## src/hw/rtl/wrp_pkg.sv

```systemverilog
// Shared types and constants for the WAV RIFF/PCM header parser.
`timescale 1ns / 1ps
`default_nettype none

package wrp_pkg;

  localparam logic [31:0] TAG_RIFF = 32'h4646_4952;
  localparam logic [31:0] TAG_WAVE = 32'h4556_4157;
  localparam logic [31:0] TAG_FMT  = 32'h2074_6D66;
  localparam logic [31:0] TAG_DATA = 32'h6174_6164;

  localparam logic [5:0]  MIN_FILE_BYTES = 6'd44;
  localparam logic [31:0] MIN_FMT_BYTES  = 32'd16;
  localparam logic [15:0] PCM_TAG        = 16'd1;
  localparam logic [31:0] HDR_BYTES      = 32'd4;
  localparam logic [4:0]  FMT_LAST_IDX   = 5'd15;

  typedef enum logic [3:0] {
    PH_RIFF,
    PH_RSIZE,
    PH_WAVE,
    PH_ID,
    PH_SIZE,
    PH_FMT,
    PH_DATA,
    PH_SKIP,
    PH_PAD,
    PH_HALT
  } phase_e;

  typedef enum logic [3:0] {
    ST_OK         = 4'd0,
    ST_SHORT      = 4'd1,
    ST_BAD_TAG    = 4'd2,
    ST_FMT_SMALL  = 4'd3,
    ST_NOT_PCM    = 4'd4,
    ST_NO_FMT     = 4'd5,
    ST_NO_DATA    = 4'd6,
    ST_LAYOUT     = 4'd7,
    ST_DATA_FIRST = 4'd8
  } status_e;

  typedef enum logic {
    KIND_PAYLOAD = 1'b0,
    KIND_STATUS  = 1'b1
  } kind_e;

  typedef struct packed {
    kind_e       kind;
    logic [7:0]  payload_byte;
    logic        last;
    status_e     status;
    logic [1:0]  format_code;
    logic [31:0] sample_rate;
    logic [15:0] channel_count;
    logic [15:0] sample_bits;
    logic [31:0] payload_length;
  } result_t;

  // up to two results per request, in order
  typedef struct packed {
    logic [1:0] cnt;
    result_t    r0;
    result_t    r1;
  } push_t;

endpackage

`default_nettype wire

```

## src/hw/rtl/wrp_in_if.sv

```systemverilog
// Input byte channel of the WAV parser.
`timescale 1ns / 1ps
`default_nettype none

interface wrp_in_if;
  logic       valid;
  logic       ready;
  logic [7:0] file_byte;
  logic       end_of_file;

  modport source(output valid, output file_byte, output end_of_file, input ready);
  modport sink(input valid, input file_byte, input end_of_file, output ready);
endinterface

`default_nettype wire

```

## src/hw/rtl/wrp_out_if.sv

```systemverilog
// Result channel of the WAV parser.
`timescale 1ns / 1ps
`default_nettype none

interface wrp_out_if;
  logic        valid;
  logic        ready;
  logic        kind;
  logic [7:0]  payload_byte;
  logic        last;
  logic [3:0]  status;
  logic [1:0]  format_code;
  logic [31:0] sample_rate;
  logic [15:0] channel_count;
  logic [15:0] sample_bits;
  logic [31:0] payload_length;

  modport source(
    output valid, input ready,
    output kind, output payload_byte, output last, output status, output format_code,
    output sample_rate, output channel_count, output sample_bits, output payload_length
  );
  modport sink(
    input valid, output ready,
    input kind, input payload_byte, input last, input status, input format_code,
    input sample_rate, input channel_count, input sample_bits, input payload_length
  );
endinterface

`default_nettype wire

```

## src/hw/rtl/wrp_parser.sv

```systemverilog
// Chunk walker: parser state, fmt capture and result generation per byte.
`timescale 1ns / 1ps
`default_nettype none

module wrp_parser import wrp_pkg::*; (
  input  wire logic       clk_i,
  input  wire logic       rst_ni,
  input  wire logic       accept_i,
  input  wire logic [7:0] file_byte_i,
  input  wire logic       end_of_file_i,
  output push_t           push_o
);

  phase_e      phase_q, phase_d;
  logic [5:0]  pos_q, pos_d;
  logic [31:0] tag_q, tag_d;
  logic [31:0] rem_q, rem_d;
  logic        pad_q, pad_d;
  logic [4:0]  fidx_q, fidx_d;
  logic [15:0] ftag_q, ftag_d;
  logic [15:0] fchan_q, fchan_d;
  logic [31:0] frate_q, frate_d;
  logic [15:0] fbits_q, fbits_d;
  logic        seen_fmt_q, seen_fmt_d;
  logic        seen_data_q, seen_data_d;
  logic        seen_dbf_q, seen_dbf_d;
  status_e     err_q, err_d;
  logic        is_fmt_q, is_fmt_d;
  logic        is_data_q, is_data_d;
  logic [31:0] emit_q, emit_d;

  logic [31:0] tag_new;
  logic [31:0] rem_dec;
  logic        pay_valid;
  status_e     st;
  logic [1:0]  fc;
  result_t     pay_res;
  result_t     stat_res;

  always_comb begin
    phase_d     = phase_q;
    pos_d       = (pos_q < MIN_FILE_BYTES) ? pos_q + 6'd1 : pos_q;
    tag_d       = tag_q;
    rem_d       = rem_q;
    pad_d       = pad_q;
    fidx_d      = fidx_q;
    ftag_d      = ftag_q;
    fchan_d     = fchan_q;
    frate_d     = frate_q;
    fbits_d     = fbits_q;
    seen_fmt_d  = seen_fmt_q;
    seen_data_d = seen_data_q;
    seen_dbf_d  = seen_dbf_q;
    err_d       = err_q;
    is_fmt_d    = is_fmt_q;
    is_data_d   = is_data_q;
    emit_d      = emit_q;
    pay_valid   = 1'b0;
    tag_new     = {file_byte_i, tag_q[31:8]};
    rem_dec     = rem_q - 32'd1;

    case (phase_q)
      PH_RIFF, PH_RSIZE, PH_WAVE, PH_ID, PH_SIZE: begin
        tag_d = tag_new;
        rem_d = rem_dec;
        if (rem_q == 32'd1) begin
          case (phase_q)
            PH_RIFF: begin
              if (tag_new != TAG_RIFF) begin
                err_d   = ST_BAD_TAG;
                phase_d = PH_HALT;
              end else begin
                phase_d = PH_RSIZE;
                rem_d   = HDR_BYTES;
              end
            end
            PH_RSIZE: begin
              phase_d = PH_WAVE;
              rem_d   = HDR_BYTES;
            end
            PH_WAVE: begin
              if (tag_new != TAG_WAVE) begin
                err_d   = ST_BAD_TAG;
                phase_d = PH_HALT;
              end else begin
                phase_d = PH_ID;
                rem_d   = HDR_BYTES;
              end
            end
            PH_ID: begin
              is_fmt_d  = (tag_new == TAG_FMT);
              is_data_d = (tag_new == TAG_DATA);
              phase_d   = PH_SIZE;
              rem_d     = HDR_BYTES;
            end
            default: begin
              // size field complete
              pad_d = tag_new[0];
              rem_d = tag_new;
              if (is_fmt_q) begin
                if (tag_new < MIN_FMT_BYTES) begin
                  err_d   = ST_FMT_SMALL;
                  phase_d = PH_HALT;
                end else begin
                  ftag_d  = '0;
                  fchan_d = '0;
                  frate_d = '0;
                  fbits_d = '0;
                  fidx_d  = '0;
                  phase_d = PH_FMT;
                end
              end else begin
                if (is_data_q && seen_fmt_q && !seen_data_q) begin
                  seen_data_d = 1'b1;
                  phase_d     = PH_DATA;
                end else begin
                  if (is_data_q && !seen_fmt_q) seen_dbf_d = 1'b1;
                  phase_d = PH_SKIP;
                end
                if (tag_new == '0) begin
                  phase_d = PH_ID;
                  rem_d   = HDR_BYTES;
                end
              end
            end
          endcase
        end
      end
      PH_FMT: begin
        if (!fidx_q[4]) begin
          case (fidx_q[3:0])
            4'd0:    ftag_d[7:0]    = file_byte_i;
            4'd1:    ftag_d[15:8]   = file_byte_i;
            4'd2:    fchan_d[7:0]   = file_byte_i;
            4'd3:    fchan_d[15:8]  = file_byte_i;
            4'd4:    frate_d[7:0]   = file_byte_i;
            4'd5:    frate_d[15:8]  = file_byte_i;
            4'd6:    frate_d[23:16] = file_byte_i;
            4'd7:    frate_d[31:24] = file_byte_i;
            4'd14:   fbits_d[7:0]   = file_byte_i;
            4'd15:   fbits_d[15:8]  = file_byte_i;
            default: ;
          endcase
          fidx_d = fidx_q + 5'd1;
        end
        rem_d = rem_dec;
        if (fidx_q == FMT_LAST_IDX && ftag_q != PCM_TAG) begin
          err_d   = ST_NOT_PCM;
          phase_d = PH_HALT;
        end else begin
          if (fidx_q == FMT_LAST_IDX) seen_fmt_d = 1'b1;
          if (rem_dec == '0) begin
            if (pad_q) begin
              phase_d = PH_PAD;
            end else begin
              phase_d = PH_ID;
              rem_d   = HDR_BYTES;
            end
          end
        end
      end
      PH_DATA, PH_SKIP: begin
        if (phase_q == PH_DATA) begin
          pay_valid = 1'b1;
          emit_d    = emit_q + 32'd1;
        end
        rem_d = rem_dec;
        if (rem_dec == '0) begin
          if (pad_q) begin
            phase_d = PH_PAD;
          end else begin
            phase_d = PH_ID;
            rem_d   = HDR_BYTES;
          end
        end
      end
      PH_PAD: begin
        phase_d = PH_ID;
        rem_d   = HDR_BYTES;
      end
      default: ;
    endcase

    // final status from the updated state
    fc = 2'd0;
    if (pos_d < MIN_FILE_BYTES) begin
      st = ST_SHORT;
    end else if (err_d != ST_OK) begin
      st = err_d;
    end else if (phase_d == PH_FMT && !fidx_d[4]) begin
      st = ST_FMT_SMALL;
    end else if (!seen_fmt_d) begin
      st = ST_NO_FMT;
    end else if (!seen_data_d) begin
      st = seen_dbf_d ? ST_DATA_FIRST : ST_NO_DATA;
    end else if ((fchan_d == 16'd1 || fchan_d == 16'd2) &&
                 (fbits_d == 16'd8 || fbits_d == 16'd16)) begin
      st = ST_OK;
      fc = {fchan_d == 16'd2, fbits_d == 16'd16};  // mono8/mono16/stereo8/stereo16
    end else begin
      st = ST_LAYOUT;
    end

    pay_res              = '0;
    pay_res.kind         = KIND_PAYLOAD;
    pay_res.payload_byte = file_byte_i;
    pay_res.last         = !end_of_file_i;

    stat_res                = '0;
    stat_res.kind           = KIND_STATUS;
    stat_res.last           = 1'b1;
    stat_res.status         = st;
    stat_res.format_code    = fc;
    stat_res.sample_rate    = frate_d;
    stat_res.channel_count  = fchan_d;
    stat_res.sample_bits    = fbits_d;
    stat_res.payload_length = emit_d;

    push_o.cnt = accept_i ? ({1'b0, pay_valid} + {1'b0, end_of_file_i}) : 2'd0;
    push_o.r0  = pay_valid ? pay_res : stat_res;
    push_o.r1  = stat_res;
  end

  always_ff @(posedge clk_i or negedge rst_ni) begin
    if (!rst_ni) begin
      phase_q     <= PH_RIFF;
      pos_q       <= '0;
      tag_q       <= '0;
      rem_q       <= HDR_BYTES;
      pad_q       <= 1'b0;
      fidx_q      <= '0;
      ftag_q      <= '0;
      fchan_q     <= '0;
      frate_q     <= '0;
      fbits_q     <= '0;
      seen_fmt_q  <= 1'b0;
      seen_data_q <= 1'b0;
      seen_dbf_q  <= 1'b0;
      err_q       <= ST_OK;
      is_fmt_q    <= 1'b0;
      is_data_q   <= 1'b0;
      emit_q      <= '0;
    end else if (accept_i) begin
      if (end_of_file_i) begin
        // report sent: start over for the next file
        phase_q     <= PH_RIFF;
        pos_q       <= '0;
        tag_q       <= '0;
        rem_q       <= HDR_BYTES;
        pad_q       <= 1'b0;
        fidx_q      <= '0;
        ftag_q      <= '0;
        fchan_q     <= '0;
        frate_q     <= '0;
        fbits_q     <= '0;
        seen_fmt_q  <= 1'b0;
        seen_data_q <= 1'b0;
        seen_dbf_q  <= 1'b0;
        err_q       <= ST_OK;
        is_fmt_q    <= 1'b0;
        is_data_q   <= 1'b0;
        emit_q      <= '0;
      end else begin
        phase_q     <= phase_d;
        pos_q       <= pos_d;
        tag_q       <= tag_d;
        rem_q       <= rem_d;
        pad_q       <= pad_d;
        fidx_q      <= fidx_d;
        ftag_q      <= ftag_d;
        fchan_q     <= fchan_d;
        frate_q     <= frate_d;
        fbits_q     <= fbits_d;
        seen_fmt_q  <= seen_fmt_d;
        seen_data_q <= seen_data_d;
        seen_dbf_q  <= seen_dbf_d;
        err_q       <= err_d;
        is_fmt_q    <= is_fmt_d;
        is_data_q   <= is_data_d;
        emit_q      <= emit_d;
      end
    end
  end

  a_halt_has_error: assert property (@(posedge clk_i) disable iff (!rst_ni)
    phase_q == PH_HALT |-> err_q != ST_OK)
    else $error("halted without an error code");

  a_pos_saturates: assert property (@(posedge clk_i) disable iff (!rst_ni)
    pos_q <= MIN_FILE_BYTES)
    else $error("byte position beyond saturation");

  a_data_needs_fmt: assert property (@(posedge clk_i) disable iff (!rst_ni)
    phase_q == PH_DATA |-> seen_fmt_q && seen_data_q)
    else $error("payload phase without fmt");

endmodule

`default_nettype wire

```

## src/hw/rtl/wrp_out_queue.sv

```systemverilog
// Three-entry result queue between the parser and the output channel.
`timescale 1ns / 1ps
`default_nettype none

module wrp_out_queue import wrp_pkg::*; (
  input  wire logic   clk_i,
  input  wire logic   rst_ni,
  input  wire push_t  push_i,
  output logic        room_o,
  wrp_out_if.source   result_o
);

  logic [1:0] cnt_q, cnt_d;
  logic [1:0] base;
  logic       pop;
  result_t    ent_q [3];
  result_t    ent_d [3];
  result_t    sh    [3];

  assign result_o.valid = (cnt_q != 2'd0);
  assign pop            = result_o.valid & result_o.ready;
  // two free entries so a payload plus status fits
  assign room_o         = (cnt_q <= 2'd1);

  always_comb begin
    base  = cnt_q - {1'b0, pop};
    sh[0] = pop ? ent_q[1] : ent_q[0];
    sh[1] = pop ? ent_q[2] : ent_q[1];
    sh[2] = ent_q[2];
    for (int i = 0; i < 3; i++) begin
      if (2'(i) < base) begin
        ent_d[i] = sh[i];
      end else if (2'(i) == base) begin
        ent_d[i] = push_i.r0;
      end else begin
        ent_d[i] = push_i.r1;
      end
    end
    cnt_d = base + push_i.cnt;
  end

  always_ff @(posedge clk_i or negedge rst_ni) begin
    if (!rst_ni) begin
      cnt_q <= '0;
    end else begin
      cnt_q <= cnt_d;
    end
  end

  always_ff @(posedge clk_i) begin
    for (int i = 0; i < 3; i++) begin
      ent_q[i] <= ent_d[i];
    end
  end

  assign result_o.kind           = ent_q[0].kind;
  assign result_o.payload_byte   = ent_q[0].payload_byte;
  assign result_o.last           = ent_q[0].last;
  assign result_o.status         = ent_q[0].status;
  assign result_o.format_code    = ent_q[0].format_code;
  assign result_o.sample_rate    = ent_q[0].sample_rate;
  assign result_o.channel_count  = ent_q[0].channel_count;
  assign result_o.sample_bits    = ent_q[0].sample_bits;
  assign result_o.payload_length = ent_q[0].payload_length;

  a_push_has_room: assert property (@(posedge clk_i) disable iff (!rst_ni)
    push_i.cnt != 2'd0 |-> cnt_q <= 2'd1)
    else $error("push into a full queue");

  a_pair_order: assert property (@(posedge clk_i) disable iff (!rst_ni)
    push_i.cnt == 2'd2 |-> push_i.r0.kind == KIND_PAYLOAD && push_i.r1.kind == KIND_STATUS)
    else $error("result pair out of order");

  a_pop_count: assert property (@(posedge clk_i) disable iff (!rst_ni)
    pop && push_i.cnt == 2'd0 |=> cnt_q == $past(cnt_q) - 2'd1)
    else $error("queue count lost on pop");

endmodule

`default_nettype wire

```

## src/hw/rtl/wav_riff_pcm_parser.sv

```systemverilog
// A result enters the result queue when its byte is accepted; result_o offers the queue head.
// Throughput: one byte per cycle while the result queue has room; a file-ending payload
//   byte yields two results (payload, then status), which can hold off the input.
// The three-entry result queue sets the rate: input is taken while it holds at most one result.
// Reset (async, active low) clears parser state and empties the queue; no clearing pass.
`timescale 1ns / 1ps
`default_nettype none

module wav_riff_pcm_parser import wrp_pkg::*; (
  input  wire logic clk_i,
  input  wire logic rst_ni,
  wrp_in_if.sink    byte_i,
  wrp_out_if.source result_o
);

  push_t push;
  logic  room;
  logic  accept;

  assign byte_i.ready = room;
  assign accept       = byte_i.valid & room;

  wrp_parser u_parser (
    .clk_i         (clk_i),
    .rst_ni        (rst_ni),
    .accept_i      (accept),
    .file_byte_i   (byte_i.file_byte),
    .end_of_file_i (byte_i.end_of_file),
    .push_o        (push)
  );

  wrp_out_queue u_queue (
    .clk_i    (clk_i),
    .rst_ni   (rst_ni),
    .push_i   (push),
    .room_o   (room),
    .result_o (result_o)
  );

endmodule

`default_nettype wire
```

## src/flat_wrapper.sv

```systemverilog
// flat-port wrapper written by rule: the top's interface ports become plain ports
module wav_riff_pcm_parser_flat import wrp_pkg::*;
  (clk_i, rst_ni, byte_i_valid, byte_i_file_byte, byte_i_end_of_file, byte_i_ready, result_o_valid, result_o_ready, result_o_kind, result_o_payload_byte, result_o_last, result_o_status, result_o_format_code, result_o_sample_rate, result_o_channel_count, result_o_sample_bits, result_o_payload_length);
  wrp_in_if byte_i_i ();
  wrp_out_if result_o_i ();
  input  wire logic clk_i;
  input  wire logic rst_ni;
  input wire logic [$bits(byte_i_i.valid)-1:0] byte_i_valid;
  input wire logic [$bits(byte_i_i.file_byte)-1:0] byte_i_file_byte;
  input wire logic [$bits(byte_i_i.end_of_file)-1:0] byte_i_end_of_file;
  output wire logic [$bits(byte_i_i.ready)-1:0] byte_i_ready;
  output wire logic [$bits(result_o_i.valid)-1:0] result_o_valid;
  input wire logic [$bits(result_o_i.ready)-1:0] result_o_ready;
  output wire logic [$bits(result_o_i.kind)-1:0] result_o_kind;
  output wire logic [$bits(result_o_i.payload_byte)-1:0] result_o_payload_byte;
  output wire logic [$bits(result_o_i.last)-1:0] result_o_last;
  output wire logic [$bits(result_o_i.status)-1:0] result_o_status;
  output wire logic [$bits(result_o_i.format_code)-1:0] result_o_format_code;
  output wire logic [$bits(result_o_i.sample_rate)-1:0] result_o_sample_rate;
  output wire logic [$bits(result_o_i.channel_count)-1:0] result_o_channel_count;
  output wire logic [$bits(result_o_i.sample_bits)-1:0] result_o_sample_bits;
  output wire logic [$bits(result_o_i.payload_length)-1:0] result_o_payload_length;
  assign byte_i_i.valid = byte_i_valid;
  assign byte_i_i.file_byte = byte_i_file_byte;
  assign byte_i_i.end_of_file = byte_i_end_of_file;
  assign byte_i_ready = byte_i_i.ready;
  assign result_o_valid = result_o_i.valid;
  assign result_o_i.ready = result_o_ready;
  assign result_o_kind = result_o_i.kind;
  assign result_o_payload_byte = result_o_i.payload_byte;
  assign result_o_last = result_o_i.last;
  assign result_o_status = result_o_i.status;
  assign result_o_format_code = result_o_i.format_code;
  assign result_o_sample_rate = result_o_i.sample_rate;
  assign result_o_channel_count = result_o_i.channel_count;
  assign result_o_sample_bits = result_o_i.sample_bits;
  assign result_o_payload_length = result_o_i.payload_length;
  wav_riff_pcm_parser u_core (.clk_i(clk_i), .rst_ni(rst_ni), .byte_i(byte_i_i), .result_o(result_o_i));
endmodule
```

## config.mk

```make
export PLATFORM = sky130hd
export DESIGN_NAME = wav_riff_pcm_parser_flat
export DESIGN_NICKNAME = d
export VERILOG_FILES = /design/src/hw/rtl/wrp_pkg.sv /design/src/hw/rtl/wrp_in_if.sv /design/src/hw/rtl/wrp_out_if.sv /design/src/hw/rtl/wrp_parser.sv /design/src/hw/rtl/wrp_out_queue.sv /design/src/hw/rtl/wav_riff_pcm_parser.sv /design/src/flat_wrapper.sv
export SDC_FILE = /design/constraint.sdc
export NUM_CORES = 1
export LEC_CHECK = 0
export ABC_AREA = 1
export BUFFER_PORTS_ARGS = -buffer_cell sky130_fd_sc_hd__buf_4
export CAP_MARGIN = 20
export CORE_ASPECT_RATIO = 0.7
export CORE_MARGIN = 3
export CORE_UTILIZATION = 60
export CTS_BUF_LIST = sky130_fd_sc_hd__clkbuf_4
export DETAILED_ROUTE_END_ITERATION = 10
export GPL_ROUTABILITY_DRIVEN = 0
export PLACE_DENSITY = 0.75
export SLEW_MARGIN = 20
export SYNTH_ARGS = -nofsm -noshare
export SYNTH_HDL_FRONTEND = slang
export SYNTH_HIERARCHICAL = 1
export SYNTH_SLANG_ARGS = --single-unit
export TNS_END_PERCENT = 5
```

## constraint.sdc

```tcl
create_clock -name clk_i -period 6.4 [get_ports clk_i]
set_clock_uncertainty 0.05 [all_clocks]
set_input_delay 1.92 -clock clk_i [delete_from_list [all_inputs] [get_ports clk_i]]
set_output_delay 1.92 -clock clk_i [all_outputs]
set_load 0.005 [all_outputs]
```

==> impl_metrics.toml <==
[layout]
drive_gt1_share_pct = 12.2
final_util_pct = 65.4
postLayoutCellArea_sq_mm = 0.0327
finalNetCount = 3796
syn_to_final_growth_pct = 6.45

[timing]
rsz0062_at_grt = "false"
fmax_mhz = 217
setup_tns_ns = 0
period_needed_ns = 4.61
tightest_slew_ns = 1.13
timing.slew.headroom_pct = 24.6
slew_violations = 0
finalCritPeriodShare_pct = 72.0
setup_violations = 0
hold_violations = 0
holdWs_ns = 0.440

[placed_design]
dp_hpwl_um = 54400
port_buffers = 126
dpl_cell_area_sq_mm = 0.0309

[worst_setup_path]
crit_path_max_fanout = 41
ff2ff_path_depth = 19
cpMaxStageDelayCell = "o21ai_1"
cp-endpoint = "u_core/u_queue/ent_q[0][212]$_DFFE_PP_"
startpoint = "byte_i_file_byte[1]"
cp-end-kind = "register"
cpMostUsedCell = "nand2_1"
worst-setup-path-type = "in -> reg"
path_cells = "buf_4 > inv_1 > nand2_1 > nor2_1 > nand2_1 > nor2_2 > nand2_1 > nand3_2 > nand2_4 > nand2_4 > o21ai_1 > nand2_1 > inv_1 > nand2_1 > nor2_2 > nand3_1 > nand2_1 > nand3_1 > nand2_1 > nand2_1 > nand2_1 > nor2_1 > nand3_1 > nand3_1"
crit_family = "simple AND/OR/NAND/NOR gates"
ff2ff_setup_slack_ns = 2.03
path_buf_inv = 3
cp.required_ns = 6.93
start_kind = "primary input"
worstReg2RegStart = "u_core/u_parser/rem_q[6]$_DFFE_PN0P_"
slowest_delay_ns = 0.37
cp.depth = 24
cp.arrival_ns = 5.14
r2r_end = "u_core/u_queue/ent_q[0][208]$_DFFE_PP_"

[global_routing]
grt_max_degree = 231
grtUsageTotal_pct = 31.4
grt_overflow_total = 0
grt_pass1_wl_um = 137000
grt_pass1_vias = 25237
antenna_found_initial = 3

[clock_network]
post_cts_resize_count = 0
clock-sinks = 531
cts_buffers = 135
clk_pin_slew_ns = 0.07
clk-insertion-delay-late_ns = 0.88
cts_tree = "built"
htree_levels = 4
cts-root-buf = "clkbuf_4"
postCtsSetupRepairBufs = 0
cts_max_path_buffers = 3
hold_buffers = 0

[drt]
wl_per_cell_um = 18.9
dr.pass1.iters = 6
via_per_inst = 5.93
ant_nets = 0
drc = 0
totalWireLength_um = 85700
vias = 26901
drtIter0Drc = 3878

[floorplanning]
core-area_sq_mm = 0.0499
die_h_um = 195
dieArea_sq_mm = 0.0539
die_w_um = 276
start_util_pct = 61.4
ioPinCount = 127
row_count = 68

[yosys]
synth_area_per_cell_sq_um = 8.03
synth_seq_cells = 531
yosysSeqAreaShare_pct = 48.8
synth.most_common_cell = "nand2_1"
synth-async-reset-ratio_pct = 36.7
synthTopCellsByArea = "edfxtp_1 (33%), dfrtp_1 (16%), nand3_1 (11%)"
yosys_warnings = 6
ys.flop_type = "edfxtp_1"
synthTopCellsByCount = "nand2_1 (717), nand3_1 (665), inv_1 (485)"
syn_inst = 3819
synth_edf_count = 336
yosys.area.top_type = "edfxtp_1"
syn-cell-area_sq_mm = 0.0307
synth_top_area_share_pct = 32.9
synth.distinct_cells = 63

[status]
status = "finished clean"

[hold_path]
hold_path_class = "reg -> reg"
hp-start = "u_core/u_parser/fchan_q[0]$_DFFE_PN0P_"

[power]
power.density_mw_per_mm2 = 514
ir_drop_uv = 862
power.static_leakage_uw = 0.0148

[flow_run]
cap_violations = 0
-- worst register-to-register path, stage by stage, from the launching register on --
cell	delay [ns]
dfrtp_1	0.42
nor2_1	0.21
nand2_1	0.10
nor2_1	0.70
nand2_1	0.40
o21ai_0	0.25
nand2_1	0.06
nor2_1	0.11
nand2_1	0.08
nor2_1	0.36
nand3_1	0.22
nand2_1	0.14
nor2_1	0.05
nor2_1	0.15
nor2_1	0.09
nand3_2	0.13
nand2_1	0.15
nor3_1	0.30
nand3_1	0.12
nand3_1	0.14
-- worst min path at each step --
stage	endpoint	slack (ns)	cells after the start
6_report	u_core/u_parser/fchan_q[0]$_DFFE_PN0P_	0.44	2
5_1_grt	u_core/u_parser/ftag_q[12]$_DFFE_PN0P_	0.48	1
4_1_cts	u_core/u_parser/fchan_q[0]$_DFFE_PN0P_	0.44	2
3_5_place_dp	u_core/u_parser/fchan_q[0]$_DFFE_PN0P_	0.43	2
3_3_place_gp	u_core/u_parser/frate_q[31]$_DFFE_PN0P_	0.42	2
2_1_floorplan	u_core/u_parser/err_q[2]$_DFFE_PN0P_	0.40	2
-- report_power, final --
group          internal, uW  switching, uW
Combinational          2070           5730
Sequential             5470            511
Clock                  1560           1430
Total                  9110           7670
-- cells in the final DEF (no fill, tap or decap), types with 11 or more instances in the layout --
| master | netlist | layout |
|---|---|---|
| inv_2 | 11 | 17 |
| clkinv_1 | 2 | 21 |
| nor4_1 | 14 | 14 |
| buf_4 | 138 | 145 |
| edfxtp_1 | 336 | 336 |
| ha_1 | 12 | 11 |
| clkbuf_4 | 0 | 209 |
| nor2_2 | 13 | 14 |
| a21oi_1 | 50 | 50 |
| o22ai_1 | 152 | 152 |
| nand3_1 | 665 | 665 |
| xor2_1 | 30 | 30 |
| nand4_1 | 26 | 26 |
| nor2_1 | 290 | 289 |
| o21ai_1 | 64 | 64 |
| o21ai_0 | 295 | 295 |
| dfrtp_1 | 194 | 194 |
| nor3_1 | 21 | 21 |
| nor2_4 | 13 | 13 |
| nand2_1 | 717 | 714 |
| inv_1 | 485 | 483 |
-- through the flow --
| stage | worst slack (ns) | std cells | total power, uW |
|---|---|---|---|
| after floorplan | 0.519 | 3827 | 11700 |
| after global routing | 1.62 | 4540 | 17800 |
| after global placement | 1.17 | 4299 | 13500 |
| after detailed placement | 1.10 | 4299 | 13600 |
| after CTS | 2.01 | 4538 | 16600 |
| final | 1.79 | 4540 | 16800 |
-- per-layer routing --
layer	vias to the layer above	share of wire, %	track usage, %
met3	140	13	9.42
li1	12650	-	-
met4	2	2.2	9.44
met1	12492	43	46.8
met2	1617	42	44.1
met5	-	0.015	0
-- registers in the layout, indices dropped and copies added, names as in the netlist, 5 cells and up --
signal	cells
u_core/u_queue/ent_q	336
u_core/u_parser/emit_q	32
u_core/u_parser/frate_q	32
u_core/u_parser/rem_q	32
u_core/u_parser/tag_q	24
u_core/u_parser/fbits_q	16
u_core/u_parser/fchan_q	16
u_core/u_parser/ftag_q	16
u_core/u_parser/pos_q	6
u_core/u_parser/fidx_q	5
-- area by class of cell --
class | count | area (sq um)
clock buffer | 209 | 1570
tap | 665 | 832
antenna | 2 | 5.00
sequential | 531 | 15000
fill | 4260 | 17300
multi-input combinational | 2446 | 11900
inverter | 502 | 1900
timing repair buffer | 155 | 1280
clock inverter | 30 | 173
-- kinds of logic (layout without fill, tap and decap cells) --
family | count (synthesis) | after routing | share of synthesized area [%]
AO/OA/AOI/OAI | 584 | 584 | 10.5
adder cells (fa/ha/maj) | 12 | 12 | 0.489
flip-flops | 531 | 531 | 48.8
XOR/XNOR | 31 | 31 | 0.885
buffers and inverters | 850 | 896 | 12.7
other | 2 | 12 | 0.0245
AND/OR/NAND/NOR | 1800 | 1800 | 26.3
multiplexers | 9 | 9 | 0.330
Power figures use the tool's default switching activity.
